`src/pmt_pkg.sv`:
```
`default_nettype none

package pmt_pkg;

  // Channel geometry
  localparam int unsigned MAX_CHANNELS     = 4;
  localparam int unsigned BITS_PER_CHANNEL = 3;
  localparam int unsigned CTRL_WIDTH       = MAX_CHANNELS * BITS_PER_CHANNEL;
  localparam int unsigned COUNT_WIDTH      = 32;

  // Bit positions inside one channel's control field
  localparam int unsigned CTRL_IRQ_BIT   = 0;
  localparam int unsigned CTRL_RESET_BIT = 1;
  localparam int unsigned CTRL_STOP_BIT  = 2;

  // Configuration register index
  localparam int unsigned CFG_IDX_WIDTH = 3;

  typedef enum logic [CFG_IDX_WIDTH-1:0] {
    REG_PRESCALE_LIMIT = 3'd0,
    REG_MATCH_VALUE_0  = 3'd1,
    REG_MATCH_VALUE_1  = 3'd2,
    REG_MATCH_VALUE_2  = 3'd3,
    REG_MATCH_VALUE_3  = 3'd4,
    REG_MATCH_CONTROL  = 3'd5
  } pmt_reg_e;

  // Input operation codes
  typedef enum logic [1:0] {
    OP_TICK   = 2'd0,
    OP_CTRL   = 2'd1,
    OP_CLEAR  = 2'd2,
    OP_STATUS = 2'd3
  } pmt_op_e;

  typedef struct packed {
    pmt_op_e                 op;
    logic                    ctrl_enable;
    logic                    ctrl_reset;
    logic [MAX_CHANNELS-1:0] clear_mask;
  } pmt_in_t;

  typedef struct packed {
    logic [COUNT_WIDTH-1:0]  count_now;
    logic [COUNT_WIDTH-1:0]  prescale_now;
    logic [MAX_CHANNELS-1:0] match_flags;
    logic                    irq_out;
    logic                    running;
  } pmt_out_t;

  // Configuration register file contents, seen by the counter core
  typedef struct packed {
    logic [COUNT_WIDTH-1:0]                   prescale_limit;
    logic [MAX_CHANNELS-1:0][COUNT_WIDTH-1:0] match_value;
    logic [CTRL_WIDTH-1:0]                    match_control;
  } pmt_cfg_t;

endpackage

`default_nettype wire

```
`src/pmt_cfg.sv`:
```
`default_nettype none

module pmt_cfg
  import pmt_pkg::*;
(
  input  wire logic                     clk_i,
  input  wire logic                     rst_ni,
  input  wire logic                     cfg_we_i,
  input  wire logic [CFG_IDX_WIDTH-1:0] cfg_idx_i,
  input  wire logic [COUNT_WIDTH-1:0]   cfg_wdata_i,
  output pmt_cfg_t                      cfg_o,
  output logic                          prescale_clear_o
);

  pmt_cfg_t cfg_q, cfg_d;

  // Register decode; unused indices are dropped
  always_comb begin
    cfg_d            = cfg_q;
    prescale_clear_o = 1'b0;
    if (cfg_we_i) begin
      case (pmt_reg_e'(cfg_idx_i))
        REG_PRESCALE_LIMIT: begin
          cfg_d.prescale_limit = cfg_wdata_i;
          prescale_clear_o     = 1'b1;
        end
        REG_MATCH_VALUE_0: cfg_d.match_value[0] = cfg_wdata_i;
        REG_MATCH_VALUE_1: cfg_d.match_value[1] = cfg_wdata_i;
        REG_MATCH_VALUE_2: cfg_d.match_value[2] = cfg_wdata_i;
        REG_MATCH_VALUE_3: cfg_d.match_value[3] = cfg_wdata_i;
        REG_MATCH_CONTROL: cfg_d.match_control = cfg_wdata_i[CTRL_WIDTH-1:0];
        default: ;
      endcase
    end
  end

  always_ff @(posedge clk_i or negedge rst_ni) begin
    if (!rst_ni) begin
      cfg_q <= '0;
    end else begin
      cfg_q <= cfg_d;
    end
  end

  assign cfg_o = cfg_q;

endmodule

`default_nettype wire

```
`src/pmt_core.sv`:
```
`default_nettype none

module pmt_core
  import pmt_pkg::*;
#(
  parameter int unsigned MatchChannels = MAX_CHANNELS
) (
  input  wire logic     clk_i,
  input  wire logic     rst_ni,
  input  wire logic     accept_i,
  input  wire pmt_in_t  in_data_i,
  input  wire pmt_cfg_t cfg_i,
  input  wire logic     prescale_clear_i,
  output pmt_out_t      result_o
);

  logic [COUNT_WIDTH-1:0]  count_q, count_d;
  logic [COUNT_WIDTH-1:0]  prescale_q, prescale_d;
  logic                    enable_q, enable_d;
  logic                    hold_q, hold_d;
  logic [MAX_CHANNELS-1:0] pending_q, pending_d;
  logic                    zero_it;

  // Reset-on-match is tested against the count before the advance
  always_comb begin
    zero_it = 1'b0;
    for (int c = 0; c < MatchChannels; c++) begin
      if (cfg_i.match_control[BITS_PER_CHANNEL*c + CTRL_RESET_BIT] &&
          count_q == cfg_i.match_value[c]) begin
        zero_it = 1'b1;
      end
    end
  end

  // Next state for one beat
  always_comb begin
    count_d    = count_q;
    prescale_d = prescale_q;
    enable_d   = enable_q;
    hold_d     = hold_q;
    pending_d  = pending_q;
    if (accept_i) begin
      case (in_data_i.op)
        OP_TICK: begin
          if (hold_q) begin
            count_d    = '0;
            prescale_d = '0;
          end else if (enable_q) begin
            if (prescale_q < cfg_i.prescale_limit) begin
              prescale_d = prescale_q + 1'b1;
            end else begin
              prescale_d = '0;
              count_d    = zero_it ? '0 : count_q + 1'b1;
              // interrupt and stop act on the new count
              for (int c = 0; c < MatchChannels; c++) begin
                if (count_d == cfg_i.match_value[c]) begin
                  if (cfg_i.match_control[BITS_PER_CHANNEL*c + CTRL_IRQ_BIT]) begin
                    pending_d[c] = 1'b1;
                  end
                  if (cfg_i.match_control[BITS_PER_CHANNEL*c + CTRL_STOP_BIT]) begin
                    enable_d = 1'b0;
                  end
                end
              end
            end
          end
        end
        OP_CTRL: begin
          enable_d = in_data_i.ctrl_enable;
          hold_d   = in_data_i.ctrl_reset;
          if (in_data_i.ctrl_reset) begin
            count_d    = '0;
            prescale_d = '0;
          end
        end
        OP_CLEAR: begin
          pending_d = pending_q & ~in_data_i.clear_mask;
        end
        default: ;
      endcase
    end else if (prescale_clear_i) begin
      prescale_d = '0;
    end
  end

  always_ff @(posedge clk_i or negedge rst_ni) begin
    if (!rst_ni) begin
      count_q    <= '0;
      prescale_q <= '0;
      enable_q   <= 1'b0;
      hold_q     <= 1'b0;
      pending_q  <= '0;
    end else begin
      count_q    <= count_d;
      prescale_q <= prescale_d;
      enable_q   <= enable_d;
      hold_q     <= hold_d;
      pending_q  <= pending_d;
    end
  end

  // Status after this beat
  always_comb begin
    result_o.count_now    = count_d;
    result_o.prescale_now = prescale_d;
    result_o.match_flags  = pending_d;
    result_o.irq_out      = |pending_d;
    result_o.running      = enable_d;
  end

endmodule

`default_nettype wire

```
`src/pmt_out_stage.sv`:
```
`default_nettype none

module pmt_out_stage
  import pmt_pkg::*;
(
  input  wire logic     clk_i,
  input  wire logic     rst_ni,
  input  wire logic     load_i,
  input  wire pmt_out_t data_i,
  output logic          stall_o,
  output logic          out_valid_o,
  input  wire logic     out_stall_i,
  output pmt_out_t      out_data_o
);

  logic     valid_q, valid_d;
  pmt_out_t data_q;

  // Upstream waits only while a held beat is blocked downstream
  assign stall_o = valid_q & out_stall_i;
  assign valid_d = load_i | (valid_q & out_stall_i);

  always_ff @(posedge clk_i or negedge rst_ni) begin
    if (!rst_ni) begin
      valid_q <= 1'b0;
    end else begin
      valid_q <= valid_d;
    end
  end

  always_ff @(posedge clk_i) begin
    if (load_i) begin
      data_q <= data_i;
    end
  end

  assign out_valid_o = valid_q;
  assign out_data_o  = data_q;

endmodule

`default_nettype wire

```
`src/prescaled_match_timer_top.sv`:
```
`default_nettype none

// Prescaled 32-bit match timer. Each input beat (tick, control write, flag clear
// or status read) updates the timer state in the cycle it is accepted and yields
// exactly one status beat, presented from the output register on the next cycle.
// One beat is accepted per cycle; the only throttle is the single output
// register, so in_stall_o rises only while a held result is stalled downstream.
// Configuration writes take effect at the next clock edge and are meant to be
// done while no beat is in flight; writing the prescale limit also zeroes the
// prescale counter.
module prescaled_match_timer_top
  import pmt_pkg::*;
#(
  parameter int unsigned MatchChannels = MAX_CHANNELS
) (
  input  wire logic                     clk_i,
  input  wire logic                     rst_ni,
  input  wire logic                     in_valid_i,
  output logic                          in_stall_o,
  input  wire pmt_in_t                  in_data_i,
  output logic                          out_valid_o,
  input  wire logic                     out_stall_i,
  output pmt_out_t                      out_data_o,
  input  wire logic                     cfg_we_i,
  input  wire logic [CFG_IDX_WIDTH-1:0] cfg_idx_i,
  input  wire logic [COUNT_WIDTH-1:0]   cfg_wdata_i
);

  pmt_cfg_t cfg;
  pmt_out_t result;
  logic     prescale_clear;
  logic     accept;

  assign accept = in_valid_i & ~in_stall_o;

  pmt_cfg u_cfg (
    .clk_i            (clk_i),
    .rst_ni           (rst_ni),
    .cfg_we_i         (cfg_we_i),
    .cfg_idx_i        (cfg_idx_i),
    .cfg_wdata_i      (cfg_wdata_i),
    .cfg_o            (cfg),
    .prescale_clear_o (prescale_clear)
  );

  pmt_core #(
    .MatchChannels (MatchChannels)
  ) u_core (
    .clk_i            (clk_i),
    .rst_ni           (rst_ni),
    .accept_i         (accept),
    .in_data_i        (in_data_i),
    .cfg_i            (cfg),
    .prescale_clear_i (prescale_clear),
    .result_o         (result)
  );

  pmt_out_stage u_out (
    .clk_i       (clk_i),
    .rst_ni      (rst_ni),
    .load_i      (accept),
    .data_i      (result),
    .stall_o     (in_stall_o),
    .out_valid_o (out_valid_o),
    .out_stall_i (out_stall_i),
    .out_data_o  (out_data_o)
  );

endmodule

`default_nettype wire

```
`config.mk`:
```
export PLATFORM = sky130hd
export DESIGN_NAME = prescaled_match_timer_top
export DESIGN_NICKNAME = d
export VERILOG_FILES = /design/src/pmt_pkg.sv /design/src/pmt_cfg.sv /design/src/pmt_core.sv /design/src/pmt_out_stage.sv /design/src/prescaled_match_timer_top.sv
export SDC_FILE = /design/constraint.sdc
export NUM_CORES = 1
export LEC_CHECK = 0
export BUFFER_PORTS_ARGS = -buffer_cell sky130_fd_sc_hd__buf_2
export CORE_UTILIZATION = 55
export CTS_CLUSTER_SIZE = 25
export DETAILED_ROUTE_END_ITERATION = 10
export PLACE_DENSITY = 0.8
export SYNTH_ARGS = -nofsm -noshare
export SYNTH_HDL_FRONTEND = slang
export SYNTH_SLANG_ARGS = --single-unit
export TNS_END_PERCENT = 10
```
`constraint.sdc`:
```
create_clock -name clk_i -period 8.8 [get_ports clk_i]
set_input_delay 1.76 -clock clk_i [delete_from_list [all_inputs] [get_ports clk_i]]
set_output_delay 1.76 -clock clk_i [all_outputs]
set_load 0.01 [all_outputs]
```
==> key figures <==
GRT
  • Initial antenna violation count: 0
  • Total track usage: 0.351
  • Vias in the first global route: 13,800
  • Largest net degree at the start of global routing: 147
  • First-pass GRT wire length: 86,100 µm
  • Total grt overflow: 0

Final layout
  • Commonest non-fill, non-tap cell in the layout: dfrtp_1
  • Layout cells sized above 1: 0.194
  • Final Util: 0.622
  • Area growth syn-to-layout: 10.9%
  • Register Area: 8180 µm²
  • # diodes: 0
  • Most frequent cells in the layout: 243 x dfrtp_1, 139 x o21ai_0, 135 x mux2_2
  • Multi-input logic area: just under 9000 µm²
  • Fillers: 2,574
  • Post-route cell area: 19,700 µm²
  • Final Net Count: 1,868

Clock network
  • Clock transition at path regs: 0.07 ns
  • CTS tree: done
  • Setup Buffers After CTS: 0
  • Clock Path Buffers: 3
  • Htree depth: 1
  • Clock Latency Late Sink: ~0.60 ns
  • Post-CTS sizing: 0
  • TritonCTS Sinks: 313
  • CTS root buf: clkbuf_16
  • Hold_buf cts: 0
  • CTS buffer count: 31

Placement
  • DP Area: 18,600 µm²
  • DP HPWL: 43,600 µm
  • Buffers on Ports: 119
  • Routability cong.: 1.05

Route
  • Final wirelength: around 57,000 µm
  • DRT iter0 DRCs: 1,250
  • Routed len/inst: 25.9 µm
  • Met2 routed WL: between 20,000 and 30,000 µm
  • Post-DRT Antenna Nets: 0
  • Via/cell ratio: 6.39
  • DR vias: 14,100
  • # DRC: 0
  • WL met3: roughly 4300 µm
  • Max layer used: met4
  • Met1 wire length: between 20,000 and 25,000 µm
  • Detailed Routing Iterations Pass 1: 7

Power
  • Gate power share: 0.175
  • Switching Share: 0.312
  • Sw Pwr: 0.00126 W
  • Power Total: 0.00404 W
  • Peak VDD IR: 201 µV
  • Clk pwr share: 0.333
  • Internal power: 0.00278 W
  • Cell area power density: just over 200 nW/µm²
  • Leakage: 8.39 nW
  • Seq pwr share: 0.492

Critical path
  • Setup crit start kind: register
  • Crit end category: register
  • Critical Path Stages: 10
  • Worst R2R Setup Slack: 3.14 ns
  • Slowest stage cell, crit path: nor4_1
  • Crit path cell chain: nand4_1 > nor4_1 > nand4_1 > xor2_1 > a21oi_1 > o32ai_1 > nand3_1 > nor4_1 > a2111o_1 > a21oi_1
  • R2r endpoint: u_out.out_data_o[0]
  • Worst Reg2Reg Path Length in Cells: 10
  • CP bufs+invs: 0
  • Critical path fanouts, max: 13
  • Crit path DAT: 6.00 ns
  • RR Startpoint: u_core.count_q[6]
  • Crit path required time: 9.14 ns
  • Slowest Stage Delay on Critical Path: 1.13 ns
  • Delay-heaviest family, CP: simple AND/OR/NAND/NOR gates
  • Kind of critical path: reg2reg

Run status
  • Status: complete, no violations

Logic synthesis
  • Share of the yosys chip area belonging to registers: 0.461
  • Largest cells by area after synthesis: dfrtp_1 34%, edfxtp_1 12%, mux2_2 8.6%
  • Synth Net Count: ~1,800
  • Cell Area, Synth: ~18,000 µm²
  • Synth Warn #: 0
  • Yosys cell types: 74
  • Largest area contributor in the netlist: dfrtp_1
  • Ys async rst share: 0.776
  • EDFF count, synth: 70
  • Main flop type after synthesis: dfrtp_1
  • Synth top area share: 0.343
  • Syn avg cell area: 10.4 µm²
  • #FFs+latches synth: 313
  • Post-Syn Instances: 1,701

STA
  • Setup repair after global routing missed its margin: false
  • Count of final setup violators: 0
  • Final period demand of the worst path: 5.66 ns
  • Final hold slack: 0.518 ns
  • Slew headroom: 0.120
  • Setup TNS: 0 ns
  • Pins Over Slew Limit: 0
  • Fmax: 177 MHz
  • Worst Max-Slew Pin Slew: roughly 1.3 ns
  • Final hold vios: 0
  • Skew final: 0.0177 ns
  • Final period util: 0.644

Floorplanning
  • Core Box Area: 31,600 µm²
  • Full die area: between 30,000 and 40,000 µm²
  • Die span in y: 182 µm
  • # rows: between 60 and 70
  • Initial core utilization: 0.561
  • Io pins: 120
  • Die W: about 180 µm

Hold path
  • Worst Hold Path EP: u_cfg.cfg_o[11]
  • Worst Hold Class: reg2reg
  • HP Start: u_cfg.cfg_o[11]
  • Worst Hold Depth: 1

Flow run
  • Max Cap Violations: 0
==> registers in the layout (all words and copies together) (netlist names) <==
signal	flops
u_out.out_valid_o	1
u_core.enable_q	1
u_core.pending_q	4
u_out.out_data_o	70
u_core.prescale_q	32
u_core.count_q	32
u_cfg.cfg_o	172
u_core.hold_q	1
==> metrics by stage <==
step	instances	setup slack, ns
after global routing	2214	2.99
after floorplan	1701	5.03
after detailed placement	2156	3.39
after global placement	2156	3.50
after CTS	2214	3.37
final	2214	3.14
==> Yosys cell counts (10+ instances only) <==
cell type	n
o32ai_1	23
buf_2	22
nor2_1	98
or3_1	12
xnor2_1	105
edfxtp_1	70
nand2b_1	30
a32oi_1	10
nand3_1	38
dfrtp_1	243
nor3_1	35
nand4_1	35
xor2_1	124
a31oi_1	19
nor2b_1	23
o31ai_1	18
nor4b_1	11
ha_1	33
inv_1	56
and3_1	20
a21oi_1	35
a22o_1	12
a21o_1	18
clkbuf_1	48
nor4_1	41
o21ai_0	140
nand2_1	108
mux2_2	135
==> layout make-up <==
| cell class | instances | share of cell area |
|---|---|---|
| clock buffer | 45 | 0.0453 |
| clock inverter | 13 | 0.00706 |
| inverter | 56 | 0.0107 |
| multi-input combinational | 1242 | 0.455 |
| sequential | 313 | 0.416 |
| tap | 402 | 0.0256 |
| timing repair buffer | 143 | 0.0406 |
==> how the worst max path moves through the flow <==
| stage | startpoint | to | slack, ns |
|---|---|---|---|
| floorplan | out_stall_i | u_out.out_data_o[0] | 5.03 |
| global placement | u_core.count_q[5] | u_out.out_data_o[0] | 3.50 |
| detailed placement | u_core.count_q[6] | u_out.out_data_o[0] | 3.39 |
| CTS | u_core.count_q[6] | u_out.out_data_o[0] | 3.37 |
| global route | u_core.count_q[5] | u_out.out_data_o[0] | 2.99 |
| finish | u_core.count_q[6] | u_out.out_data_o[0] | 3.14 |
==> power by group through the flow <==
stage          Combinational, W  Sequential (W)  Clock, W
6_report               0.000708         0.00199   0.00135
5_1_grt                0.000768         0.00200   0.00141
4_1_cts                0.000707         0.00197   0.00136
3_5_place_dp           0.000702         0.00200         0
3_3_place_gp           0.000687         0.00200         0
2_1_floorplan          0.000479         0.00187         0
==> layer usage <==
layer  vias to the layer above  global-route usage
met1                      7076               0.488
met3                        99              0.0552
met5                         -                   0
met2                       652               0.558
li1                       6321                   -
met4                         0               0.129
==> cell families (layout without fill, tap and decap cells) <==
group / Yosys count / count (layout) / synth area share
adder cells (fa/ha/maj): 33 / 33 / 0.0233
flip-flops: 313 / 313 / 0.461
XOR/XNOR: 234 / 234 / 0.119
multiplexers: 142 / 142 / 0.0897
buffers and inverters: 146 / 257 / 0.0358
AO/OA/AOI/OAI: 326 / 326 / 0.117
AND/OR/NAND/NOR: 507 / 507 / 0.154
No activity file was read; power rests on OpenSTA's default activity.
